### src/sv/tkr_pkg.sv
`timescale 1ns / 1ps
// ----------------------------------------------------------------------------
// tkr_pkg
// Types, constants and the divider step shared by the touch/key report
// frame encoder.
// ----------------------------------------------------------------------------
package tkr_pkg;

    // Event opcodes.
    localparam logic [1:0] OP_CONTACT = 2'd0;
    localparam logic [1:0] OP_RELEASE = 2'd1;
    localparam logic [1:0] OP_MAKE    = 2'd2;
    localparam logic [1:0] OP_BREAK   = 2'd3;

    // Frame header bytes.
    localparam logic [7:0] HDR_CONTACT = 8'hBF;
    localparam logic [7:0] HDR_RELEASE = 8'hDF;
    localparam logic [7:0] HDR_MAKE    = 8'hFA;
    localparam logic [7:0] HDR_BREAK   = 8'hF0;

    // Configuration register indexes.
    localparam int CFG_IDX_W = 3;
    localparam logic [CFG_IDX_W-1:0] REG_SURFACE_WIDTH  = 3'd0;
    localparam logic [CFG_IDX_W-1:0] REG_SURFACE_HEIGHT = 3'd1;
    localparam logic [CFG_IDX_W-1:0] REG_X_CAL_LOW      = 3'd2;
    localparam logic [CFG_IDX_W-1:0] REG_X_CAL_HIGH     = 3'd3;
    localparam logic [CFG_IDX_W-1:0] REG_Y_CAL_LOW      = 3'd4;
    localparam logic [CFG_IDX_W-1:0] REG_Y_CAL_HIGH     = 3'd5;

    localparam int CFG_DATA_W = 16;
    localparam int SPAN_W     = 12;
    localparam int CAL_W      = 16;
    localparam int PIX_W      = 16;
    localparam int C14_W      = 14;
    localparam int HALF_W     = 7;

    // Reset values of the configuration registers.
    localparam logic [SPAN_W-1:0] RST_SURFACE_WIDTH  = 12'd640;
    localparam logic [SPAN_W-1:0] RST_SURFACE_HEIGHT = 12'd480;
    localparam logic [CAL_W-1:0]  RST_X_CAL_LOW      = 16'h6F40;
    localparam logic [CAL_W-1:0]  RST_X_CAL_HIGH     = 16'h11C0;
    localparam logic [CAL_W-1:0]  RST_Y_CAL_LOW      = 16'h6AC0;
    localparam logic [CAL_W-1:0]  RST_Y_CAL_HIGH     = 16'h1660;

    // Mapping constants.
    localparam logic signed [16:0] NORM_OFFSET  = 17'sd3276;
    localparam logic [15:0]        NORM_DIVISOR = 16'd26214;
    localparam logic [16:0]        C14_MAX      = 17'h3FFF;

    // Divider: four quotient bits per cycle.
    localparam int REM_W         = 15;
    localparam int DIVA_W        = 20;
    localparam int RADIX_STEPS   = 4;
    localparam int DIV1_Q_BITS   = 16;
    localparam int DIV1_CYCLES   = DIV1_Q_BITS / RADIX_STEPS;
    localparam int DIV2_CYCLES   = DIVA_W / RADIX_STEPS;
    localparam int CNT_W         = 3;

    // Byte positions in a frame.
    localparam logic [2:0] BYTE_HEADER = 3'd0;
    localparam logic [2:0] BYTE_X_HI   = 3'd1;
    localparam logic [2:0] BYTE_X_LO   = 3'd2;
    localparam logic [2:0] BYTE_Y_HI   = 3'd3;
    localparam logic [2:0] BYTE_Y_LO   = 3'd4;
    localparam logic [2:0] BYTE_SCAN   = 3'd1;

    localparam int QUEUE_DEPTH = 2;
    localparam int QPTR_W      = $clog2(QUEUE_DEPTH);
    localparam int QCNT_W      = $clog2(QUEUE_DEPTH + 1);

    // Per-axis work for the mapping unit.
    typedef struct packed {
        logic [SPAN_W-1:0] p;       // clamped pixel
        logic [SPAN_W-1:0] sm1;     // span minus one, at least one
        logic [CAL_W-1:0]  cal_lo;
        logic [CAL_W:0]    diff;    // cal_high - cal_low, two's complement
    } axis_cmd_t;

    typedef struct packed {
        logic       is_touch;
        logic [7:0] header;
        logic [7:0] scancode;
        axis_cmd_t  x;
        axis_cmd_t  y;
    } cmd_t;

    typedef struct packed {
        logic start;
        logic ack;
    } axis_ctl_t;

    typedef struct packed {
        logic ready;
        logic done;
    } axis_sts_t;

    typedef struct packed {
        logic [REM_W-1:0]  rem;
        logic [DIVA_W-1:0] a;
    } div_state_t;

    // One restoring division step: shift in the next dividend bit, subtract
    // when possible and shift the quotient bit in at the bottom.
    function automatic div_state_t div_step(div_state_t s, logic [REM_W:0] dv);
        logic [REM_W:0] r2;
        div_state_t     o;
        r2 = {s.rem, s.a[DIVA_W-1]};
        if (r2 >= dv) begin
            o.rem = REM_W'(r2 - dv);
            o.a   = {s.a[DIVA_W-2:0], 1'b1};
        end else begin
            o.rem = r2[REM_W-1:0];
            o.a   = {s.a[DIVA_W-2:0], 1'b0};
        end
        return o;
    endfunction

endpackage

### src/sv/touch_key_report_frame_encoder.sv
`timescale 1ns / 1ps
// ----------------------------------------------------------------------------
// touch_key_report_frame_encoder
// Turns pen and key events into serial report frames: five bytes for a touch
// item, two bytes for a key item.
// ----------------------------------------------------------------------------
// Channel   Direction  Handshake              Payload
// event     in         push / full            opcode, pixel_x, pixel_y, scancode
// frame     out        empty / pop            frame_byte, last_byte
// config    in         cfg_write (no stall)   cfg_index, cfg_data
//
// A key item leaves as two bytes, one per pop. A touch item runs through the
// two axis mappers (radix-16 divider: span division, multiply, load, then
// calibration division and clamp); its five bytes drain while the next item
// is mapped.
// Reset restores the configuration defaults and empties queue and frame register.
// A stalled result output never blocks intake until the two-entry command
// queue fills.
// ----------------------------------------------------------------------------
module touch_key_report_frame_encoder
    import tkr_pkg::*;
(
    input  logic                    clk,
    input  logic                    rst_n,
    input  logic                    cfg_write,
    input  logic [CFG_IDX_W-1:0]    cfg_index,
    input  logic [CFG_DATA_W-1:0]   cfg_data,
    input  logic                    push,
    output logic                    full,
    input  logic [1:0]              opcode,
    input  logic signed [PIX_W-1:0] pixel_x,
    input  logic signed [PIX_W-1:0] pixel_y,
    input  logic [7:0]              scancode,
    output logic                    empty,
    input  logic                    pop,
    output logic [7:0]              frame_byte,
    output logic                    last_byte
);

    logic q_full;
    logic q_empty;
    logic q_write;
    logic q_pop;
    cmd_t q_cmd;
    cmd_t q_head;

    tkr_front u_front (
        .clk       (clk),
        .rst_n     (rst_n),
        .cfg_write (cfg_write),
        .cfg_index (cfg_index),
        .cfg_data  (cfg_data),
        .push      (push),
        .full      (full),
        .opcode    (opcode),
        .pixel_x   (pixel_x),
        .pixel_y   (pixel_y),
        .scancode  (scancode),
        .q_full    (q_full),
        .q_write   (q_write),
        .q_cmd     (q_cmd)
    );

    tkr_cmd_queue u_queue (
        .clk   (clk),
        .rst_n (rst_n),
        .wr    (q_write),
        .wdata (q_cmd),
        .rd    (q_pop),
        .full  (q_full),
        .empty (q_empty),
        .rdata (q_head)
    );

    tkr_back u_back (
        .clk        (clk),
        .rst_n      (rst_n),
        .q_empty    (q_empty),
        .q_head     (q_head),
        .q_pop      (q_pop),
        .empty      (empty),
        .pop        (pop),
        .frame_byte (frame_byte),
        .last_byte  (last_byte)
    );

endmodule

### src/sv/tkr_front.sv
`timescale 1ns / 1ps
// ----------------------------------------------------------------------------
// tkr_front
// Configuration registers and event intake: classifies each item, clamps the
// pixels against the surface span and writes a command into the queue.
// ----------------------------------------------------------------------------
module tkr_front
    import tkr_pkg::*;
(
    input  logic                    clk,
    input  logic                    rst_n,
    input  logic                    cfg_write,
    input  logic [CFG_IDX_W-1:0]    cfg_index,
    input  logic [CFG_DATA_W-1:0]   cfg_data,
    input  logic                    push,
    output logic                    full,
    input  logic [1:0]              opcode,
    input  logic signed [PIX_W-1:0] pixel_x,
    input  logic signed [PIX_W-1:0] pixel_y,
    input  logic [7:0]              scancode,
    input  logic                    q_full,
    output logic                    q_write,
    output cmd_t                    q_cmd
);

    logic [SPAN_W-1:0] surface_width_reg;
    logic [SPAN_W-1:0] surface_height_reg;
    logic [CAL_W-1:0]  x_cal_low_reg;
    logic [CAL_W-1:0]  x_cal_high_reg;
    logic [CAL_W-1:0]  y_cal_low_reg;
    logic [CAL_W-1:0]  y_cal_high_reg;

    always_ff @(posedge clk or negedge rst_n)
    begin
        if (!rst_n)
        begin
            surface_width_reg  <= RST_SURFACE_WIDTH;
            surface_height_reg <= RST_SURFACE_HEIGHT;
            x_cal_low_reg      <= RST_X_CAL_LOW;
            x_cal_high_reg     <= RST_X_CAL_HIGH;
            y_cal_low_reg      <= RST_Y_CAL_LOW;
            y_cal_high_reg     <= RST_Y_CAL_HIGH;
        end
        else if (cfg_write)
        begin
            case (cfg_index)
                REG_SURFACE_WIDTH:  surface_width_reg  <= cfg_data[SPAN_W-1:0];
                REG_SURFACE_HEIGHT: surface_height_reg <= cfg_data[SPAN_W-1:0];
                REG_X_CAL_LOW:      x_cal_low_reg      <= cfg_data;
                REG_X_CAL_HIGH:     x_cal_high_reg     <= cfg_data;
                REG_Y_CAL_LOW:      y_cal_low_reg      <= cfg_data;
                REG_Y_CAL_HIGH:     y_cal_high_reg     <= cfg_data;
                default: ;
            endcase
        end
    end

    // Spans below two act as two; the pixel is held to 0..span-1.
    function automatic axis_cmd_t make_axis(logic signed [PIX_W-1:0] pix,
                                            logic [SPAN_W-1:0] span,
                                            logic [CAL_W-1:0] lo,
                                            logic [CAL_W-1:0] hi);
        axis_cmd_t c;
        c.sm1 = (span < SPAN_W'(2)) ? SPAN_W'(1) : SPAN_W'(span - SPAN_W'(1));
        if (pix[PIX_W-1])
            c.p = '0;
        else if (pix[PIX_W-2:0] > (PIX_W-1)'(c.sm1))
            c.p = c.sm1;
        else
            c.p = pix[SPAN_W-1:0];
        c.cal_lo = lo;
        c.diff   = {1'b0, hi} - {1'b0, lo};
        return c;
    endfunction

    always_comb
    begin
        q_cmd.is_touch = (opcode == OP_CONTACT) || (opcode == OP_RELEASE);
        case (opcode)
            OP_CONTACT: q_cmd.header = HDR_CONTACT;
            OP_RELEASE: q_cmd.header = HDR_RELEASE;
            OP_MAKE:    q_cmd.header = HDR_MAKE;
            OP_BREAK:   q_cmd.header = HDR_BREAK;
            default:    q_cmd.header = HDR_BREAK;
        endcase
        q_cmd.scancode = scancode;
        q_cmd.x = make_axis(pixel_x, surface_width_reg, x_cal_low_reg, x_cal_high_reg);
        q_cmd.y = make_axis(pixel_y, surface_height_reg, y_cal_low_reg, y_cal_high_reg);
    end

    assign full    = q_full;
    assign q_write = push && !q_full;

endmodule

### src/sv/tkr_cmd_queue.sv
`timescale 1ns / 1ps
// ----------------------------------------------------------------------------
// tkr_cmd_queue
// Short command queue between the intake and the mapping/serializing back end.
// ----------------------------------------------------------------------------
module tkr_cmd_queue
    import tkr_pkg::*;
(
    input  logic clk,
    input  logic rst_n,
    input  logic wr,
    input  cmd_t wdata,
    input  logic rd,
    output logic full,
    output logic empty,
    output cmd_t rdata
);

    cmd_t              mem_reg [QUEUE_DEPTH];
    logic [QPTR_W-1:0] wr_ptr_reg;
    logic [QPTR_W-1:0] rd_ptr_reg;
    logic [QCNT_W-1:0] count_reg;
    logic              do_wr;
    logic              do_rd;

    assign full  = (count_reg == QCNT_W'(QUEUE_DEPTH));
    assign empty = (count_reg == '0);
    assign do_wr = wr && !full;
    assign do_rd = rd && !empty;
    assign rdata = mem_reg[rd_ptr_reg];

    function automatic logic [QPTR_W-1:0] ptr_inc(logic [QPTR_W-1:0] p);
        return (p == QPTR_W'(QUEUE_DEPTH - 1)) ? '0 : QPTR_W'(p + 1'b1);
    endfunction

    always_ff @(posedge clk or negedge rst_n)
    begin
        if (!rst_n)
        begin
            wr_ptr_reg <= '0;
            rd_ptr_reg <= '0;
            count_reg  <= '0;
        end
        else
        begin
            if (do_wr)
                wr_ptr_reg <= ptr_inc(wr_ptr_reg);
            if (do_rd)
                rd_ptr_reg <= ptr_inc(rd_ptr_reg);
            if (do_wr && !do_rd)
                count_reg <= count_reg + 1'b1;
            else if (do_rd && !do_wr)
                count_reg <= count_reg - 1'b1;
        end
    end

    always_ff @(posedge clk)
    begin
        if (do_wr)
            mem_reg[wr_ptr_reg] <= wdata;
    end

endmodule

### src/sv/tkr_axis.sv
`timescale 1ns / 1ps
// ----------------------------------------------------------------------------
// tkr_axis
// Maps one clamped pixel to a 14-bit raw panel value with a shared radix-16
// restoring divider, one multiply and a final saturation.
// ----------------------------------------------------------------------------
module tkr_axis
    import tkr_pkg::*;
(
    input  logic             clk,
    input  logic             rst_n,
    input  axis_ctl_t        ctl,
    input  axis_cmd_t        cmd,
    output axis_sts_t        sts,
    output logic [C14_W-1:0] c14
);

    localparam logic [2:0] S_IDLE  = 3'd0;
    localparam logic [2:0] S_DIV1  = 3'd1;
    localparam logic [2:0] S_MUL   = 3'd2;
    localparam logic [2:0] S_LOAD2 = 3'd3;
    localparam logic [2:0] S_DIV2  = 3'd4;
    localparam logic [2:0] S_FIX   = 3'd5;
    localparam logic [2:0] S_DONE  = 3'd6;

    logic [2:0]        state_reg;
    logic [2:0]        state_next;
    logic [CNT_W-1:0]  cnt_reg;
    logic [CNT_W-1:0]  cnt_next;
    logic              load;

    logic [REM_W-1:0]  rem_reg;
    logic [DIVA_W-1:0] a_reg;
    logic [SPAN_W-1:0] sm1_reg;
    logic [CAL_W-1:0]  cal_lo_reg;
    logic [CAL_W:0]    diff_reg;
    logic signed [31:0] prod_reg;
    logic              neg_reg;
    logic [C14_W-1:0]  c14_reg;

    div_state_t        ds;
    logic [REM_W:0]    dv;
    logic signed [16:0] nm;
    logic signed [33:0] prod_full;
    logic [31:0]       mag;
    logic signed [20:0] sq;
    logic signed [20:0] raw8;
    logic [16:0]       c_div8;
    logic [C14_W-1:0]  c14_sat;

    assign sts.done  = (state_reg == S_DONE);
    assign sts.ready = (state_reg == S_IDLE) || (sts.done && ctl.ack);
    assign load      = sts.ready && ctl.start;
    assign c14       = c14_reg;

    always_comb
    begin
        dv = (state_reg == S_DIV1) ? (REM_W+1)'(sm1_reg) : NORM_DIVISOR;
        ds.rem = rem_reg;
        ds.a   = a_reg;
        for (int i = 0; i < RADIX_STEPS; i++)
            ds = div_step(ds, dv);

        nm        = $signed({1'b0, a_reg[DIV1_Q_BITS-1:0]}) - NORM_OFFSET;
        prod_full = 34'(nm) * 34'($signed(diff_reg));
        mag       = prod_reg[31] ? 32'(-prod_reg) : 32'(prod_reg);

        // Quotient toward zero, then raw8/8; negative raw values end at zero.
        sq     = neg_reg ? -$signed({1'b0, a_reg}) : $signed({1'b0, a_reg});
        raw8   = $signed({5'b0, cal_lo_reg}) + sq;
        c_div8 = raw8[19:3];
        if (raw8[20])
            c14_sat = '0;
        else if (c_div8 > C14_MAX)
            c14_sat = C14_MAX[C14_W-1:0];
        else
            c14_sat = c_div8[C14_W-1:0];
    end

    always_comb
    begin
        state_next = state_reg;
        cnt_next   = cnt_reg;
        case (state_reg)
            S_IDLE:
                if (ctl.start)
                    state_next = S_DIV1;
            S_DIV1:
            begin
                cnt_next = cnt_reg + 1'b1;
                if (cnt_reg == CNT_W'(DIV1_CYCLES - 1))
                begin
                    cnt_next   = '0;
                    state_next = S_MUL;
                end
            end
            S_MUL:   state_next = S_LOAD2;
            S_LOAD2: state_next = S_DIV2;
            S_DIV2:
            begin
                cnt_next = cnt_reg + 1'b1;
                if (cnt_reg == CNT_W'(DIV2_CYCLES - 1))
                begin
                    cnt_next   = '0;
                    state_next = S_FIX;
                end
            end
            S_FIX:   state_next = S_DONE;
            S_DONE:
                if (ctl.ack)
                    state_next = ctl.start ? S_DIV1 : S_IDLE;
            default: state_next = S_IDLE;
        endcase
    end

    always_ff @(posedge clk or negedge rst_n)
    begin
        if (!rst_n)
        begin
            state_reg <= S_IDLE;
            cnt_reg   <= '0;
        end
        else
        begin
            state_reg <= state_next;
            cnt_reg   <= cnt_next;
        end
    end

    always_ff @(posedge clk)
    begin
        if (load)
        begin
            // Dividend is p*32768; its top part p>>1 is already below span-1.
            rem_reg    <= REM_W'(cmd.p[SPAN_W-1:1]);
            a_reg      <= {cmd.p[0], {(DIVA_W-1){1'b0}}};
            sm1_reg    <= cmd.sm1;
            cal_lo_reg <= cmd.cal_lo;
            diff_reg   <= cmd.diff;
        end
        else
        begin
            case (state_reg)
                S_DIV1, S_DIV2:
                begin
                    rem_reg <= ds.rem;
                    a_reg   <= ds.a;
                end
                S_MUL:
                    prod_reg <= prod_full[31:0];
                S_LOAD2:
                begin
                    neg_reg <= prod_reg[31];
                    rem_reg <= REM_W'(mag[31:DIVA_W]);
                    a_reg   <= mag[DIVA_W-1:0];
                end
                S_FIX:
                    c14_reg <= c14_sat;
                default: ;
            endcase
        end
    end

endmodule

### src/sv/tkr_back.sv
`timescale 1ns / 1ps
// ----------------------------------------------------------------------------
// tkr_back
// Takes commands from the queue, runs both axis mappers for touch items and
// serializes each frame one byte at a time from the frame register.
// ----------------------------------------------------------------------------
module tkr_back
    import tkr_pkg::*;
(
    input  logic       clk,
    input  logic       rst_n,
    input  logic       q_empty,
    input  cmd_t       q_head,
    output logic       q_pop,
    output logic       empty,
    input  logic       pop,
    output logic [7:0] frame_byte,
    output logic       last_byte
);

    axis_ctl_t         axis_ctl;
    axis_sts_t         x_sts;
    axis_sts_t         y_sts;
    logic [C14_W-1:0]  x_c14;
    logic [C14_W-1:0]  y_c14;

    logic              slot_valid_reg;
    logic              slot_touch_reg;
    logic [7:0]        slot_header_reg;
    logic [7:0]        slot_scan_reg;

    logic              frame_valid_reg;
    logic              frame_touch_reg;
    logic [7:0]        frame_header_reg;
    logic [7:0]        frame_scan_reg;
    logic [C14_W-1:0]  frame_x_reg;
    logic [C14_W-1:0]  frame_y_reg;
    logic [2:0]        idx_reg;

    logic              pop_out;
    logic              frame_free;
    logic              slot_ready;
    logic              slot_move;
    logic              slot_free;

    tkr_axis u_axis_x (
        .clk   (clk),
        .rst_n (rst_n),
        .ctl   (axis_ctl),
        .cmd   (q_head.x),
        .sts   (x_sts),
        .c14   (x_c14)
    );

    tkr_axis u_axis_y (
        .clk   (clk),
        .rst_n (rst_n),
        .ctl   (axis_ctl),
        .cmd   (q_head.y),
        .sts   (y_sts),
        .c14   (y_c14)
    );

    assign empty      = !frame_valid_reg;
    assign last_byte  = frame_touch_reg ? (idx_reg == BYTE_Y_LO) : (idx_reg == BYTE_SCAN);
    assign pop_out    = pop && frame_valid_reg;
    assign frame_free = !frame_valid_reg || (pop_out && last_byte);
    assign slot_ready = slot_valid_reg && (!slot_touch_reg || (x_sts.done && y_sts.done));
    assign slot_move  = slot_ready && frame_free;
    assign slot_free  = !slot_valid_reg || slot_move;

    // A touch command may only leave the queue when both mappers can start.
    assign axis_ctl.ack   = slot_move && slot_touch_reg;
    assign q_pop          = !q_empty && slot_free
                            && (!q_head.is_touch || (x_sts.ready && y_sts.ready));
    assign axis_ctl.start = q_pop && q_head.is_touch;

    always_comb
    begin
        case (idx_reg)
            BYTE_HEADER: frame_byte = frame_header_reg;
            BYTE_X_HI:   frame_byte = frame_touch_reg ? {1'b0, frame_x_reg[C14_W-1:HALF_W]}
                                                      : frame_scan_reg;
            BYTE_X_LO:   frame_byte = {1'b0, frame_x_reg[HALF_W-1:0]};
            BYTE_Y_HI:   frame_byte = {1'b0, frame_y_reg[C14_W-1:HALF_W]};
            BYTE_Y_LO:   frame_byte = {1'b0, frame_y_reg[HALF_W-1:0]};
            default:     frame_byte = frame_header_reg;
        endcase
    end

    always_ff @(posedge clk or negedge rst_n)
    begin
        if (!rst_n)
        begin
            slot_valid_reg  <= 1'b0;
            frame_valid_reg <= 1'b0;
            idx_reg         <= BYTE_HEADER;
        end
        else
        begin
            if (q_pop)
                slot_valid_reg <= 1'b1;
            else if (slot_move)
                slot_valid_reg <= 1'b0;

            if (slot_move)
            begin
                frame_valid_reg <= 1'b1;
                idx_reg         <= BYTE_HEADER;
            end
            else if (pop_out)
            begin
                if (last_byte)
                    frame_valid_reg <= 1'b0;
                else
                    idx_reg <= idx_reg + 1'b1;
            end
        end
    end

    always_ff @(posedge clk)
    begin
        if (q_pop)
        begin
            slot_touch_reg  <= q_head.is_touch;
            slot_header_reg <= q_head.header;
            slot_scan_reg   <= q_head.scancode;
        end
        if (slot_move)
        begin
            frame_touch_reg  <= slot_touch_reg;
            frame_header_reg <= slot_header_reg;
            frame_scan_reg   <= slot_scan_reg;
            frame_x_reg      <= x_c14;
            frame_y_reg      <= y_c14;
        end
    end

`ifndef NO_ASSERTIONS
    a_axes_lockstep: assert property (@(posedge clk) disable iff (!rst_n)
        (x_sts.done == y_sts.done) && (x_sts.ready == y_sts.ready))
        else $error("axis mappers out of step");

    a_start_busy: assert property (@(posedge clk) disable iff (!rst_n)
        axis_ctl.start |=> !x_sts.done && !y_sts.ready)
        else $error("axis mapper not busy after start");

    a_idx_bound: assert property (@(posedge clk) disable iff (!rst_n)
        frame_valid_reg |-> (frame_touch_reg ? (idx_reg <= BYTE_Y_LO)
                                             : (idx_reg <= BYTE_SCAN)))
        else $error("frame byte index past end of frame");

    a_frame_drains: assert property (@(posedge clk) disable iff (!rst_n)
        (pop_out && last_byte && !slot_move) |=> empty)
        else $error("frame register still full after last byte");
`endif

endmodule
### config.mk
export PLATFORM = sky130hd
export DESIGN_NAME = touch_key_report_frame_encoder
export DESIGN_NICKNAME = d
export VERILOG_FILES = /design/src/sv/tkr_pkg.sv /design/src/sv/touch_key_report_frame_encoder.sv /design/src/sv/tkr_front.sv /design/src/sv/tkr_cmd_queue.sv /design/src/sv/tkr_axis.sv /design/src/sv/tkr_back.sv
export SDC_FILE = /design/constraint.sdc
export NUM_CORES = 2
export LEC_CHECK = 0
export BUFFER_PORTS_ARGS = -buffer_cell sky130_fd_sc_hd__buf_2
export CAP_MARGIN = 20
export CORE_ASPECT_RATIO = 0.6
export CORE_UTILIZATION = 40
export DETAILED_ROUTE_END_ITERATION = 6
export GPL_TIMING_DRIVEN = 0
export PLACE_DENSITY = 0.57
export SYNTH_ARGS = -nofsm -noshare
export SYNTH_HDL_FRONTEND = slang
export SYNTH_HIERARCHICAL = 1
export SYNTH_SLANG_ARGS = --single-unit
### constraint.sdc
create_clock -name clk -period 13.27 [get_ports clk]
set_input_delay 1.327 -clock clk [delete_from_list [all_inputs] [get_ports clk]]
set_output_delay 1.327 -clock clk [all_outputs]
set_load 0.02 [all_outputs]
==> summary.md <==
| Metric | Value |
|---|---|
| Status | completed |
| Fin. Hold Viols | 0 |
| Router iterations before antenna repair | 6 |
| Post-synth top area share | 26.6% |
| IO Pins | 77 |
| Met2 Track Usage GR | 28.8% |
| Num CTS Buffers | 69 |
| Root Driver | clkbuf_16 |
| Tcrit/Tclk final | 95.5% |
| CP startpoint | u_back/u_axis_x/state_reg[1] |
| Synth-to-layout area growth | 9.69% |
| GR Layer Usage met1 | 38.5% |
| Register area share after synthesis | 32.7% |
| CP Launch Type | register |
| Number of max-cap violations | 0 |
| Core Area | 0.148 mm² |
| Buf+Inv Stages, Crit Path | 10 |
| Max stage delay cell, worst path | o311ai_0 |
| Endpoints failing setup | 0 |
| CTS tree | done |
| Post-synth EDFFs | 532 |
| Top cells by area, synth | edfxtp_1, fa_1, ha_1 |
| Vias in the first global route | 42100 |
| CP arrival | 13.09 ns |
| Die width | 502 µm |
| Worst-Margin Slew | 1.24 ns |
| Initial Util | 40.6% |
| Worst Skew | 0.0420 ns |
| Syn. warnings | 6 |
| Async S/R FF share, synth | 15.9% |
| Largest net degree at the start of global routing | 89 |
| Bufs on Longest Clock Path | 3 |
| Min Tclk post-route | 12.67 ns |
| Commonest cells post-synth | inv_1, nand2_1, fa_1 |
| Global Route met3 Usage | 8.59% |
| First-pass GRT wire length | 267 mm |
| Final ANT Viol Nets | 0 |
| Initial antenna violation count | 25 |
| Worst hold path class | register to register |
| Worst r2r src | u_back/u_axis_x/state_reg[1] |
| Critical path's largest stage delay | 0.49 ns |
| Most frequent CP cell | nand2_1 |
| Reg2Reg Depth | 48 |
| Hold_sp | u_back/u_axis_x/c14[6] |
| Die Ht | 302 µm |
| Unrepaired setup endpoints after global routing | no |
| Worst rel slew slack | 16.5% |
| Critical Path End Type | register |
| Share of cells above drive strength 1 | 10.1% |
| Number of flip-flops in the largest register | 262 |
| Rows | 109 |
| Crit Path Category | register to register |
| PortBufs | 68 |
| Cell Area, Placed | 0.0634 mm² |
| Hold path depth | 0 |
| DRC violations left | 0 |
| Fmax | 0.0789 GHz |
| Post-Route WL | 179 mm |
| Most frequent cell after synthesis | inv_1 |
| Total GRT Usage | 23.6% |
| DPL Wire Length | 145 mm |
| First DRT Iteration DRCs | 4215 |
| Global placer's final weighted congestion | 0.979 |
| Finished Cell Area | 0.0659 mm² |
| CTS clk-pin slew, worst paths | 0.07 ns |
| H-tree depth | 3 |
| Clk Latency, worst-skew pair | 0.68 ns |
| # nets final | 6979 |
| Main flop type after synthesis | edfxtp_1 |
| Busiest grt layer | met1 |
| Crit-path max FO | 10 |
| Die ar. | 0.152 mm² |
| Pins Over Slew Limit | 0 |
| Syn Area/Cell | 10.4 µm² |
| Via density per instance | 5.42 |
| Cell variety after synth | 121 |
| Average wire per standard cell | 22.3 µm |
| # clock sinks | 687 |
| WP data required | 13.69 ns |
| Via Count | 43500 |
| Synth Register Bits | 687 |
| Most area-hungry cell type in the Yosys netlist | edfxtp_1 |
| Total gr overflow | 0 |
| Area of the mapped netlist | 0.0601 mm² |
| Mapped Cells | 5797 |
| Delay-heaviest family, CP | compound AO/OA/AOI/OAI gates |
| Levels on crit path | 48 |
## layout by cell type, fill, tap and decap left out, types with 40 or more instances in the layout
cell type | Yosys | final
fa_1 | 570 | 570
edfxtp_1 | 532 | 532
xor2_1 | 106 | 106
nand2b_1 | 54 | 54
and2_1 | 263 | 263
a21oi_1 | 220 | 217
o21a_1 | 63 | 63
o21ai_0 | 221 | 220
a21o_1 | 64 | 64
dfrtp_1 | 81 | 81
o31ai_1 | 48 | 47
inv_1 | 775 | 774
buf_2 | 16 | 84
clkbuf_16 | 0 | 69
nor2_1 | 258 | 248
ha_1 | 378 | 378
dfxtp_1 | 46 | 46
nor3_1 | 80 | 79
xnor2_1 | 221 | 220
nor2b_1 | 47 | 46
mux2_2 | 119 | 119
nand3_1 | 66 | 66
mux2_4 | 82 | 82
clkbuf_1 | 178 | 178
a22oi_1 | 40 | 40
or3_1 | 56 | 56
nand2_1 | 600 | 596
## metrics by stage
| stage | setup slack (ns) | TNS (ns) | hold WS, ns | std cells | utilization [%] |
|---|---|---|---|---|---|
| 2_1_floorplan | 2.82 | 0 | 0.400 | 5798 | - |
| 3_3_place_gp | -0.959 | -8.39 | 0.401 | 7864 | 42.5 |
| 3_5_place_dp | -0.895 | -6.29 | 0.405 | 7886 | 42.8 |
| 4_1_cts | 0.0589 | 0 | 0.397 | 8013 | 44.4 |
| 5_1_grt | 0.00417 | 0 | 0.407 | 8024 | 44.5 |
| 6_report | 0.595 | 0 | 0.391 | 8024 | 44.5 |
## metal layers
layer	up-vias	routed length (µm)
li1	20000	-
met5	-	115
met4	18	2240
met3	154	21200
met2	1701	64000
met1	21700	91600
## path summary, 6_finish.rpt
check | endpoint | slack (ns)
max | u_back/u_axis_x/rem_reg[10] | 0.60
min | u_back/frame_x_reg[6] | 0.39
max reg2reg | u_back/u_axis_x/rem_reg[10] | 0.60
min reg2reg | u_back/frame_x_reg[6] | 0.39
max in group asynchronous | u_front/x_cal_high_reg[9] | 11.93
min in group asynchronous | u_front/surface_height_reg[11] | 0.53
## worst reg2reg max path, delay by kind of cell, from the launching register on
| kind | cells | cell delay, ns |
|---|---|---|
| flops | 1 | 0.38 |
| compound gates | 14 | 3.77 |
| fa+ha+maj | 4 | 1.55 |
| simple gates | 18 | 3.65 |
| xor+xnor | 1 | 0.16 |
| mux | 1 | 0.42 |
| buf+inv | 10 | 2.56 |
## layout make-up
type / count / area, µm²
well taps: 1998 / 2500
fillers: 14100 / 82200
clock buffers: 81 / 1790
multi-input cells: 4091 / 36500
plain buffers: 240 / 1120
flip-flops and latches: 687 / 19700
diodes: 5 / 12.5
clock inverters: 46 / 601
inverters: 779 / 2930
repair buffers: 97 / 764
## timing repair
item | in CTS | in global routing
hold buffers | 0 | 0
buffers inserted | 0 | 1
setup endpoints to repair | 16 | 32
resized for setup | 6 | 38
## kinds of logic after synthesis
group / after synthesis / synth area share [%]
compound gates: 972 / 10.8
xor+xnor: 327 / 4.77
fa+ha+maj: 952 / 26.9
buf+inv: 1020 / 6.71
flops: 687 / 32.7
mux: 229 / 4.75
other cells: 1 / 0.00624
simple gates: 1609 / 13.3
Power is left out: the tool's default activity adds up to more than one toggle a clock period on the data nets, which glitch-free logic cannot reach.
